File: src/md5sh_pkg.sv
// Package for the MD5 stream hasher: commands, controller states and round tables.
// No dependencies.
package md5sh_pkg;

  typedef enum logic [1:0] {
    CMD_APPEND  = 2'd0,
    CMD_FINISH  = 2'd1,
    CMD_RESTART = 2'd2,
    CMD_UNUSED  = 2'd3
  } cmd_t;

  typedef enum logic [3:0] {
    ST_IDLE,
    ST_COMP,
    ST_FOLD,
    ST_PAD,
    ST_EMIT,
    ST_ERR
  } state_t;

  typedef enum logic [1:0] {
    BSEL_DATA = 2'd0,
    BSEL_PAD  = 2'd1,
    BSEL_ZERO = 2'd2,
    BSEL_LEN  = 2'd3
  } bsel_t;

  typedef struct packed {
    logic       init;
    logic       buf_we;
    bsel_t      bsel;
    logic [5:0] buf_addr;
    logic       count_inc;
    logic       round_start;
    logic       round_en;
    logic [5:0] round;
    logic       fold;
    logic [1:0] out_sel;
  } md5sh_cmd_t;

  localparam logic [31:0] IV [4] = '{32'h67452301, 32'hefcdab89, 32'h98badcfe, 32'h10325476};

  localparam logic [31:0] K [64] = '{
    32'hd76aa478, 32'he8c7b756, 32'h242070db, 32'hc1bdceee,
    32'hf57c0faf, 32'h4787c62a, 32'ha8304613, 32'hfd469501,
    32'h698098d8, 32'h8b44f7af, 32'hffff5bb1, 32'h895cd7be,
    32'h6b901122, 32'hfd987193, 32'ha679438e, 32'h49b40821,
    32'hf61e2562, 32'hc040b340, 32'h265e5a51, 32'he9b6c7aa,
    32'hd62f105d, 32'h02441453, 32'hd8a1e681, 32'he7d3fbc8,
    32'h21e1cde6, 32'hc33707d6, 32'hf4d50d87, 32'h455a14ed,
    32'ha9e3e905, 32'hfcefa3f8, 32'h676f02d9, 32'h8d2a4c8a,
    32'hfffa3942, 32'h8771f681, 32'h6d9d6122, 32'hfde5380c,
    32'ha4beea44, 32'h4bdecfa9, 32'hf6bb4b60, 32'hbebfbc70,
    32'h289b7ec6, 32'heaa127fa, 32'hd4ef3085, 32'h04881d05,
    32'hd9d4d039, 32'he6db99e5, 32'h1fa27cf8, 32'hc4ac5665,
    32'hf4292244, 32'h432aff97, 32'hab9423a7, 32'hfc93a039,
    32'h655b59c3, 32'h8f0ccc92, 32'hffeff47d, 32'h85845dd1,
    32'h6fa87e4f, 32'hfe2ce6e0, 32'ha3014314, 32'h4e0811a1,
    32'hf7537e82, 32'hbd3af235, 32'h2ad7d2bb, 32'heb86d391
  };

  localparam logic [4:0] ROT [16] = '{
    5'd7, 5'd12, 5'd17, 5'd22, 5'd5, 5'd9, 5'd14, 5'd20,
    5'd4, 5'd11, 5'd16, 5'd23, 5'd6, 5'd10, 5'd15, 5'd21
  };

  function automatic logic [3:0] msg_index(input logic [5:0] i);
    logic [5:0] g;
    begin
      case (i[5:4])
        2'd0: g = i;
        2'd1: g = {i[3:0], 2'b00} + i + 6'd1;
        2'd2: g = {i[4:0], 1'b0} + i + 6'd5;
        default: g = {i[2:0], 3'b000} - i;
      endcase
      msg_index = g[3:0];
    end
  endfunction

endpackage

File: src/md5_stream_hasher.sv
// MD5 stream hasher top level: controller plus datapath.
// Depends on md5sh_pkg, md5sh_ctrl and md5sh_datapath.
// A user sees one byte per transaction; the 64th byte of a block starts a compression
// that holds the input through one buffer read, 64 rounds in one shared round unit and
// the fold. Finish writes the pad bytes one per cycle, compresses one or two blocks,
// then returns four digest transactions, word A first; a repeated finish returns the
// digest at once.
module md5_stream_hasher import md5sh_pkg::*; (
  input  logic        clk,
  input  logic        rst,
  input  logic        in_valid,
  output logic        in_ready,
  input  logic [1:0]  cmd,
  input  logic [7:0]  data_byte,
  output logic        out_valid,
  input  logic        out_ready,
  output logic [31:0] digest_word,
  output logic [1:0]  word_index,
  output logic        last,
  output logic        error
);
  md5sh_cmd_t ctl;
  logic [5:0] fill;
  logic [31:0] dword;

  md5sh_ctrl u_ctrl (
    .clk(clk), .rst(rst), .cmd(cmd), .in_valid(in_valid), .in_ready(in_ready),
    .out_valid(out_valid), .out_ready(out_ready), .word_index(word_index),
    .last(last), .error(error), .fill(fill), .ctl(ctl)
  );

  md5sh_datapath u_dp (
    .clk(clk), .ctl(ctl), .data_byte(data_byte), .fill(fill), .digest_word(dword)
  );

  assign digest_word = error ? 32'd0 : dword;
endmodule

File: src/md5sh_ram.sv
// Generic simple dual-port RAM (one write port, one read port) with registered read.
// No dependencies.
module md5sh_ram #(
  parameter int Width = 8,
  parameter int Depth = 64
) (
  input  logic                     clk,
  input  logic                     we,
  input  logic [$clog2(Depth)-1:0] waddr,
  input  logic [Width-1:0]         wdata,
  input  logic [$clog2(Depth)-1:0] raddr,
  output logic [Width-1:0]         rdata
);
  logic [Width-1:0] mem [Depth];

  always_ff @(posedge clk) begin
    if (we) begin
      mem[waddr] <= wdata;
    end
    rdata <= mem[raddr];
  end
endmodule

File: src/md5sh_datapath.sv
// MD5 datapath: byte buffer as four byte-lane RAMs, round unit, chaining words, byte count.
// Depends on md5sh_pkg and md5sh_ram.
module md5sh_datapath import md5sh_pkg::*; (
  input  logic        clk,
  input  md5sh_cmd_t  ctl,
  input  logic [7:0]  data_byte,
  output logic [5:0]  fill,
  output logic [31:0] digest_word
);
  logic [31:0] cv [4];
  logic [31:0] a, b, c, d;
  logic [63:0] byte_count;
  logic [63:0] bits;
  logic [7:0]  wbyte;
  logic [3:0]  lane_we;
  logic [31:0] mword;
  logic [3:0]  raddr;
  logic [31:0] f, fsum, rot;
  logic [5:0]  rnd;
  logic [4:0]  s;

  assign fill = byte_count[5:0];
  assign bits = {byte_count[60:0], 3'b000};

  always_comb begin
    case (ctl.bsel)
      BSEL_DATA: wbyte = data_byte;
      BSEL_PAD:  wbyte = 8'h80;
      BSEL_ZERO: wbyte = 8'h00;
      default:   wbyte = bits[{ctl.buf_addr[2:0], 3'b000} +: 8];
    endcase
  end

  assign raddr = msg_index(ctl.round);

  genvar ln;
  for (ln = 0; ln < 4; ln++) begin : g_lane
    assign lane_we[ln] = ctl.buf_we && (ctl.buf_addr[1:0] == 2'(ln));
    md5sh_ram #(.Width(8), .Depth(16)) u_ram (
      .clk(clk), .we(lane_we[ln]), .waddr(ctl.buf_addr[5:2]), .wdata(wbyte),
      .raddr(raddr), .rdata(mword[ln*8 +: 8])
    );
  end

  // The round index is registered, so it lags the read address like the registered RAM read.
  always_ff @(posedge clk) begin
    rnd <= ctl.round;
  end

  always_comb begin
    case (rnd[5:4])
      2'd0: f = d ^ (b & (c ^ d));
      2'd1: f = c ^ (d & (b ^ c));
      2'd2: f = b ^ c ^ d;
      default: f = c ^ (b | ~d);
    endcase
    s = ROT[{rnd[5:4], rnd[1:0]}];
    fsum = f + a + K[rnd] + mword;
    rot = (fsum << s) | (fsum >> (6'd32 - {1'b0, s}));
  end

  always_ff @(posedge clk) begin
    if (ctl.init) begin
      for (int i = 0; i < 4; i++) cv[i] <= IV[i];
      byte_count <= '0;
    end else begin
      if (ctl.count_inc) byte_count <= byte_count + 64'd1;
      if (ctl.fold) begin
        cv[0] <= cv[0] + a;
        cv[1] <= cv[1] + b;
        cv[2] <= cv[2] + c;
        cv[3] <= cv[3] + d;
      end
    end
    if (ctl.round_start) begin
      a <= cv[0]; b <= cv[1]; c <= cv[2]; d <= cv[3];
    end else if (ctl.round_en) begin
      a <= d; d <= c; c <= b; b <= b + rot;
    end
  end

  assign digest_word = cv[ctl.out_sel];
endmodule

File: src/md5sh_ctrl.sv
// MD5 controller: accepts commands, sequences padding, rounds and digest output.
// Depends on md5sh_pkg.
module md5sh_ctrl import md5sh_pkg::*; (
  input  logic       clk,
  input  logic       rst,
  input  logic [1:0] cmd,
  input  logic       in_valid,
  output logic       in_ready,
  output logic       out_valid,
  input  logic       out_ready,
  output logic [1:0] word_index,
  output logic       last,
  output logic       error,
  input  logic [5:0] fill,
  output md5sh_cmd_t ctl
);
  state_t state, state_next;
  logic [6:0] cnt, cnt_next;
  logic [5:0] pad_pos, pad_pos_next;
  logic done, done_next;
  logic pad_final, pad_final_next;
  logic padding, padding_next;
  logic second, second_next;
  logic [1:0] widx, widx_next;
  logic padding_last;
  logic in_fire, out_fire;

  assign in_fire = in_valid && in_ready;
  assign out_fire = out_valid && out_ready;
  assign in_ready = (state == ST_IDLE);
  assign out_valid = (state == ST_EMIT) || (state == ST_ERR);
  assign word_index = (state == ST_ERR) ? 2'd0 : widx;
  assign last = (state == ST_ERR) || (widx == 2'd3);
  assign error = (state == ST_ERR);

  // A second padding block exists when the pad byte did not leave room for the length.
  assign padding_last = second || (fill < 6'd56);

  always_comb begin
    state_next = state;
    cnt_next = cnt;
    pad_pos_next = pad_pos;
    done_next = done;
    pad_final_next = pad_final;
    padding_next = padding;
    second_next = second;
    widx_next = widx;
    case (state)
      ST_IDLE: begin
        if (in_fire) begin
          case (cmd)
            CMD_APPEND: begin
              if (done) begin
                state_next = ST_ERR;
              end else if (fill == 6'd63) begin
                state_next = ST_COMP;
                cnt_next = '0;
                pad_final_next = 1'b0;
              end
            end
            CMD_FINISH: begin
              widx_next = '0;
              if (done) begin
                state_next = ST_EMIT;
              end else begin
                state_next = ST_PAD;
                pad_pos_next = fill;
                padding_next = 1'b1;
                second_next = 1'b0;
                pad_final_next = 1'b0;
              end
            end
            CMD_RESTART: done_next = 1'b0;
            default: ;
          endcase
        end
      end
      ST_PAD: begin
        pad_pos_next = pad_pos + 6'd1;
        if (pad_pos == 6'd63) begin
          state_next = ST_COMP;
          cnt_next = '0;
          pad_final_next = padding_last;
        end
      end
      ST_COMP: begin
        cnt_next = cnt + 7'd1;
        if (cnt == 7'd64) state_next = ST_FOLD;
      end
      ST_FOLD: begin
        if (pad_final) begin
          state_next = ST_EMIT;
          done_next = 1'b1;
          padding_next = 1'b0;
        end else if (padding) begin
          state_next = ST_PAD;
          pad_pos_next = 6'd0;
          second_next = 1'b1;
        end else begin
          state_next = ST_IDLE;
        end
      end
      ST_EMIT: begin
        if (out_fire) begin
          widx_next = widx + 2'd1;
          if (widx == 2'd3) state_next = ST_IDLE;
        end
      end
      ST_ERR: if (out_fire) state_next = ST_IDLE;
      default: state_next = ST_IDLE;
    endcase
  end

  always_ff @(posedge clk) begin
    if (rst) begin
      state <= ST_IDLE;
      cnt <= '0;
      pad_pos <= '0;
      done <= 1'b0;
      pad_final <= 1'b0;
      padding <= 1'b0;
      second <= 1'b0;
      widx <= '0;
    end else begin
      state <= state_next;
      cnt <= cnt_next;
      pad_pos <= pad_pos_next;
      done <= done_next;
      pad_final <= pad_final_next;
      padding <= padding_next;
      second <= second_next;
      widx <= widx_next;
    end
  end

  always_comb begin
    ctl = '0;
    ctl.out_sel = widx;
    case (state)
      ST_IDLE: begin
        if (in_fire && cmd == CMD_APPEND && !done) begin
          ctl.buf_we = 1'b1;
          ctl.bsel = BSEL_DATA;
          ctl.buf_addr = fill;
          ctl.count_inc = 1'b1;
        end
        if (in_fire && cmd == CMD_RESTART) ctl.init = 1'b1;
        ctl.round_start = 1'b1;
      end
      ST_PAD: begin
        ctl.buf_we = 1'b1;
        ctl.buf_addr = pad_pos;
        if (!second && pad_pos == fill) ctl.bsel = BSEL_PAD;
        else if (pad_pos >= 6'd56 && padding_last) ctl.bsel = BSEL_LEN;
        else ctl.bsel = BSEL_ZERO;
        ctl.round_start = 1'b1;
      end
      ST_COMP: begin
        ctl.round = cnt[5:0];
        ctl.round_en = (cnt != 7'd0);
      end
      ST_FOLD: ctl.fold = 1'b1;
      default: ;
    endcase
    if (rst) ctl.init = 1'b1;
  end

  assert property (@(posedge clk) disable iff (rst) in_ready |-> !out_valid)
    else $error("input and output open together");
  assert property (@(posedge clk) disable iff (rst)
    (state == ST_COMP && cnt == 7'd64) |=> state == ST_FOLD)
    else $error("round count did not end in fold");
  assert property (@(posedge clk) disable iff (rst)
    (state == ST_EMIT && out_fire && widx == 2'd3) |=> state == ST_IDLE && done)
    else $error("digest output did not close");
endmodule

File: config.mk
export PLATFORM = sky130hd
export DESIGN_NAME = md5_stream_hasher
export DESIGN_NICKNAME = d
export VERILOG_FILES = /design/src/md5sh_pkg.sv /design/src/md5_stream_hasher.sv /design/src/md5sh_ram.sv /design/src/md5sh_datapath.sv /design/src/md5sh_ctrl.sv
export SDC_FILE = /design/constraint.sdc
export NUM_CORES = 2
export LEC_CHECK = 0
export ABC_AREA = 1
export BUFFER_PORTS_ARGS = -buffer_cell sky130_fd_sc_hd__buf_2
export CAP_MARGIN = 30
export CORE_ASPECT_RATIO = 0.6
export CORE_MARGIN = 10
export CORE_UTILIZATION = 50
export CTS_BUF_LIST = sky130_fd_sc_hd__clkbuf_16
export DETAILED_ROUTE_END_ITERATION = 8
export PLACE_DENSITY = 0.65
export SLEW_MARGIN = 10
export SYNTH_ARGS = -nofsm -noshare
export SYNTH_HDL_FRONTEND = slang
export SYNTH_SLANG_ARGS = --single-unit
export TNS_END_PERCENT = 50
File: constraint.sdc
create_clock -name clk -period 13.3 [get_ports clk]
set_input_delay 0.665 -clock clk [delete_from_list [all_inputs] [get_ports clk]]
set_output_delay 0.665 -clock clk [all_outputs]
set_load 0.01 [all_outputs]
==> key figures <==
Setup path
  • Element type at the critical path end: flip-flop
  • CP max stage delay: approximately 0.96 ns
  • Crit-path slowest cell: a221oi_1
  • Worst setup SP type: flip-flop
  • Worst reg2reg path depth: 43
  • Crit path DAT: roughly 10 ns
  • Critical path required time: about 14 ns
  • Critical-path maximum fanout: 38
  • Critical path class: reg -> reg

Synthesis
  • Most used DFF post-synth: edfxtp_1
  • Mapped cell area: roughly 57000 um2
  • Synth top cells by count: nand2_1, nor2_1, inv_1
  • Count leader, synth: nand2_1
  • Synth top area share: about two fifths
  • Seq/Total Area, Yosys: ~44%
  • Seq cells post-synth: ~900
  • Yosys top cell by area: edfxtp_1
  • Cells after synthesis: 7098
  • Count of cell types in the netlist: 71
  • Post-synth ARST share: 0%
  • Syn_area_per_cell: roughly 8 um2
  • Ranking of synthesized cells by area: edfxtp_1, nand2_1, nor2_1
  • Syn nets: 7395
  • Synthesis Warnings: 0
  • Post-synth EDFFs: roughly 770

CTS
  • CTS tree: built
  • Post_cts resized: 0
  • Reg clk slew, reported paths: 0.06 ns
  • Post-CTS Hold Buffers: 0
  • Clk_lat worst skew: between 0.7 and 0.8 ns
  • CTS root buffer: clkbuf_16
  • Bufs on Longest Clock Path: 3
  • Sink Count: around 890
  • Setup Buffers After CTS: 0
  • H-tree depth: 3
  • CTS buffer count: 90

STA
  • Slew Limit Headroom: a little under a quarter
  • Fin. max-slew vios: 0
  • Post-route minimum period: 9.60 ns
  • Post-Route Skew: roughly 0.033 ns
  • Total negative slack: 0 ns
  • Worst Tran Pin Value: approximately 1.1 ns
  • Peak Freq: 104 MHz
  • RSZ-0062 raised after global routing: false
  • Final setup viols: 0
  • Final Hold Fails: 0
  • Crit share post-route: between 70 and 80%

Detailed routing
  • Vias per cell: around 6.2
  • Drt pass-1 iters: 9
  • Post-Route WL: approximately 220000 um
  • Vias: about 53000
  • ANT nets after route: 0
  • Routed length per placed instance: approximately 26 um
  • Drt drc: 0
  • DRT iter0 DRCs: 8739

Floorplanning
  • Initial Utilization: just over 50%
  • Die Height: between 200 and 300 um
  • Core Rows: between 90 and 100
  • IO Pins: 52
  • Core Region: 114000 um2
  • Die W: ~460 um
  • Area of the die: roughly 130000 um2

Job
  • Max-cap violation count: 0

Min path
  • Hold Crit Depth: 2
  • Min-delay worst type: in -> reg

Final layout
  • Fillers: 10724
  • Share of cells above drive strength 1: 5.87%
  • Area delta synth->final: 7.98%
  • Layout Cell Area excl Fill: 61900 um2
  • Final #Nets: roughly 7300

Global route
  • GRT Total Usage: 33.5%
  • Vias in the first global route: approximately 47000
  • First-pass GRT wire length: between 300000 and 400000 um
  • Largest net degree at the start of global routing: between 150 and 200
  • Initial antenna violation count: 12
  • Grt ovf: 0

Outcome
  • Status: finished, final reports clean

Place
  • Routability cong.: 1.04
  • DP Wirelength: 168000 um
  • Placed Area: between 50000 and 60000 um2
  • Port Buffers: 51
[per-stage QoR]
stage               worst slack, ns  cells  util (%)  hold WS, ns
floorplan                      2.70   7098         -        0.423
global placement               3.94   8434      51.6        0.438
detailed placement             4.12   8446      51.7        0.446
CTS                            4.06   8610      54.2        0.272
global route                   3.39   8621      54.3        0.311
finish                         3.70   8625      54.3        0.318
[worst paths after layout]
path	from	to	slack, ns
worst max-delay path	u_dp.rnd[3]	u_dp.b[28]	3.70
worst min-delay path	rst	u_ctrl.cnt[0]	0.32
worst max register to register	u_dp.rnd[3]	u_dp.b[28]	3.70
worst min register to register	u_ctrl.pad_final	u_ctrl.padding	0.46
[metal layers]
| metal | share of wire [%] | wire [um] | track usage (%) | vias up |
|---|---|---|---|---|
| met3 | 18 | 39700 | 16.4 | 273 |
| met5 | 0.025 | 55 | 0 | - |
| li1 | - | - | - | 24318 |
| met4 | 1.6 | 3670 | 5.27 | 8 |
| met2 | 35 | 77400 | 39.7 | 3384 |
| met1 | 46 | 103000 | 53.0 | 25187 |
[cell type report]
cell class / count / area (um2) / share of cell area, %
multi-input combinational: 5063 / 27500 / 44.4
sequential: 891 / 25500 / 41.2
inverter: 849 / 3200 / 5.16
clock buffer: 92 / 2300 / 3.72
tap: 1519 / 1900 / 3.07
timing repair buffer: 135 / 958 / 1.55
clock inverter: 72 / 567 / 0.915
antenna: 4 / 10.0 / 0.0162
[layout by cell type (no fill, tap or decap), types with 28 or more instances in the layout]
master and instances:
a211oi_1 58, a21oi_1 527, a31oi_1 37, buf_2 59
buf_4 66, clkbuf_16 92, dfxtp_1 120, edfxtp_1 768
fa_1 68, ha_1 215, inv_1 831, inv_2 42
nand2_1 1212, nand3_1 376, nand4_1 57, nor2_1 971
nor3_1 82, o211ai_1 28, o21a_1 34, o21ai_0 683
o21ai_1 156, o21bai_1 73, o22ai_1 40, o32ai_1 63
or2_2 30, xnor2_1 38, xor2_1 45
[cell families after synthesis]
family                   after synthesis  share of synthesized area [%]
AND/OR/NAND/NOR                     2826                           20.4
AO/OA/AOI/OAI                       1869                           18.9
buffers and inverters               1144                           7.79
flip-flops                           891                           44.5
adder cells (fa/ha/maj)              283                           7.06
XOR/XNOR                              83                           1.27
multiplexers                           2                         0.0349
[state kept, by name (all words and copies together) (netlist names), 7 cells and up, named ones only]
name                     count
u_dp.c                      32
u_dp.g_lane.u_ram.mem      512
u_dp.b                      32
u_dp.d                      32
u_dp.g_lane.u_ram.rdata     32
u_ctrl.cnt                   7
u_dp.a                      32
u_dp.byte_count             61
u_dp.cv                    128
[worst max-delay path, delay by kind of cell, from the launching register on]
family,cells,cell delay (ns)
adder cells (fa/ha/maj),5,1.95
buffers and inverters,7,1.64
AND/OR/NAND/NOR,23,3.16
AO/OA/AOI/OAI,8,2.13
flip-flops,1,0.43
Power is left out: the tool's default activity adds up to more than one toggle a clock period on the data nets, which glitch-free logic cannot reach.
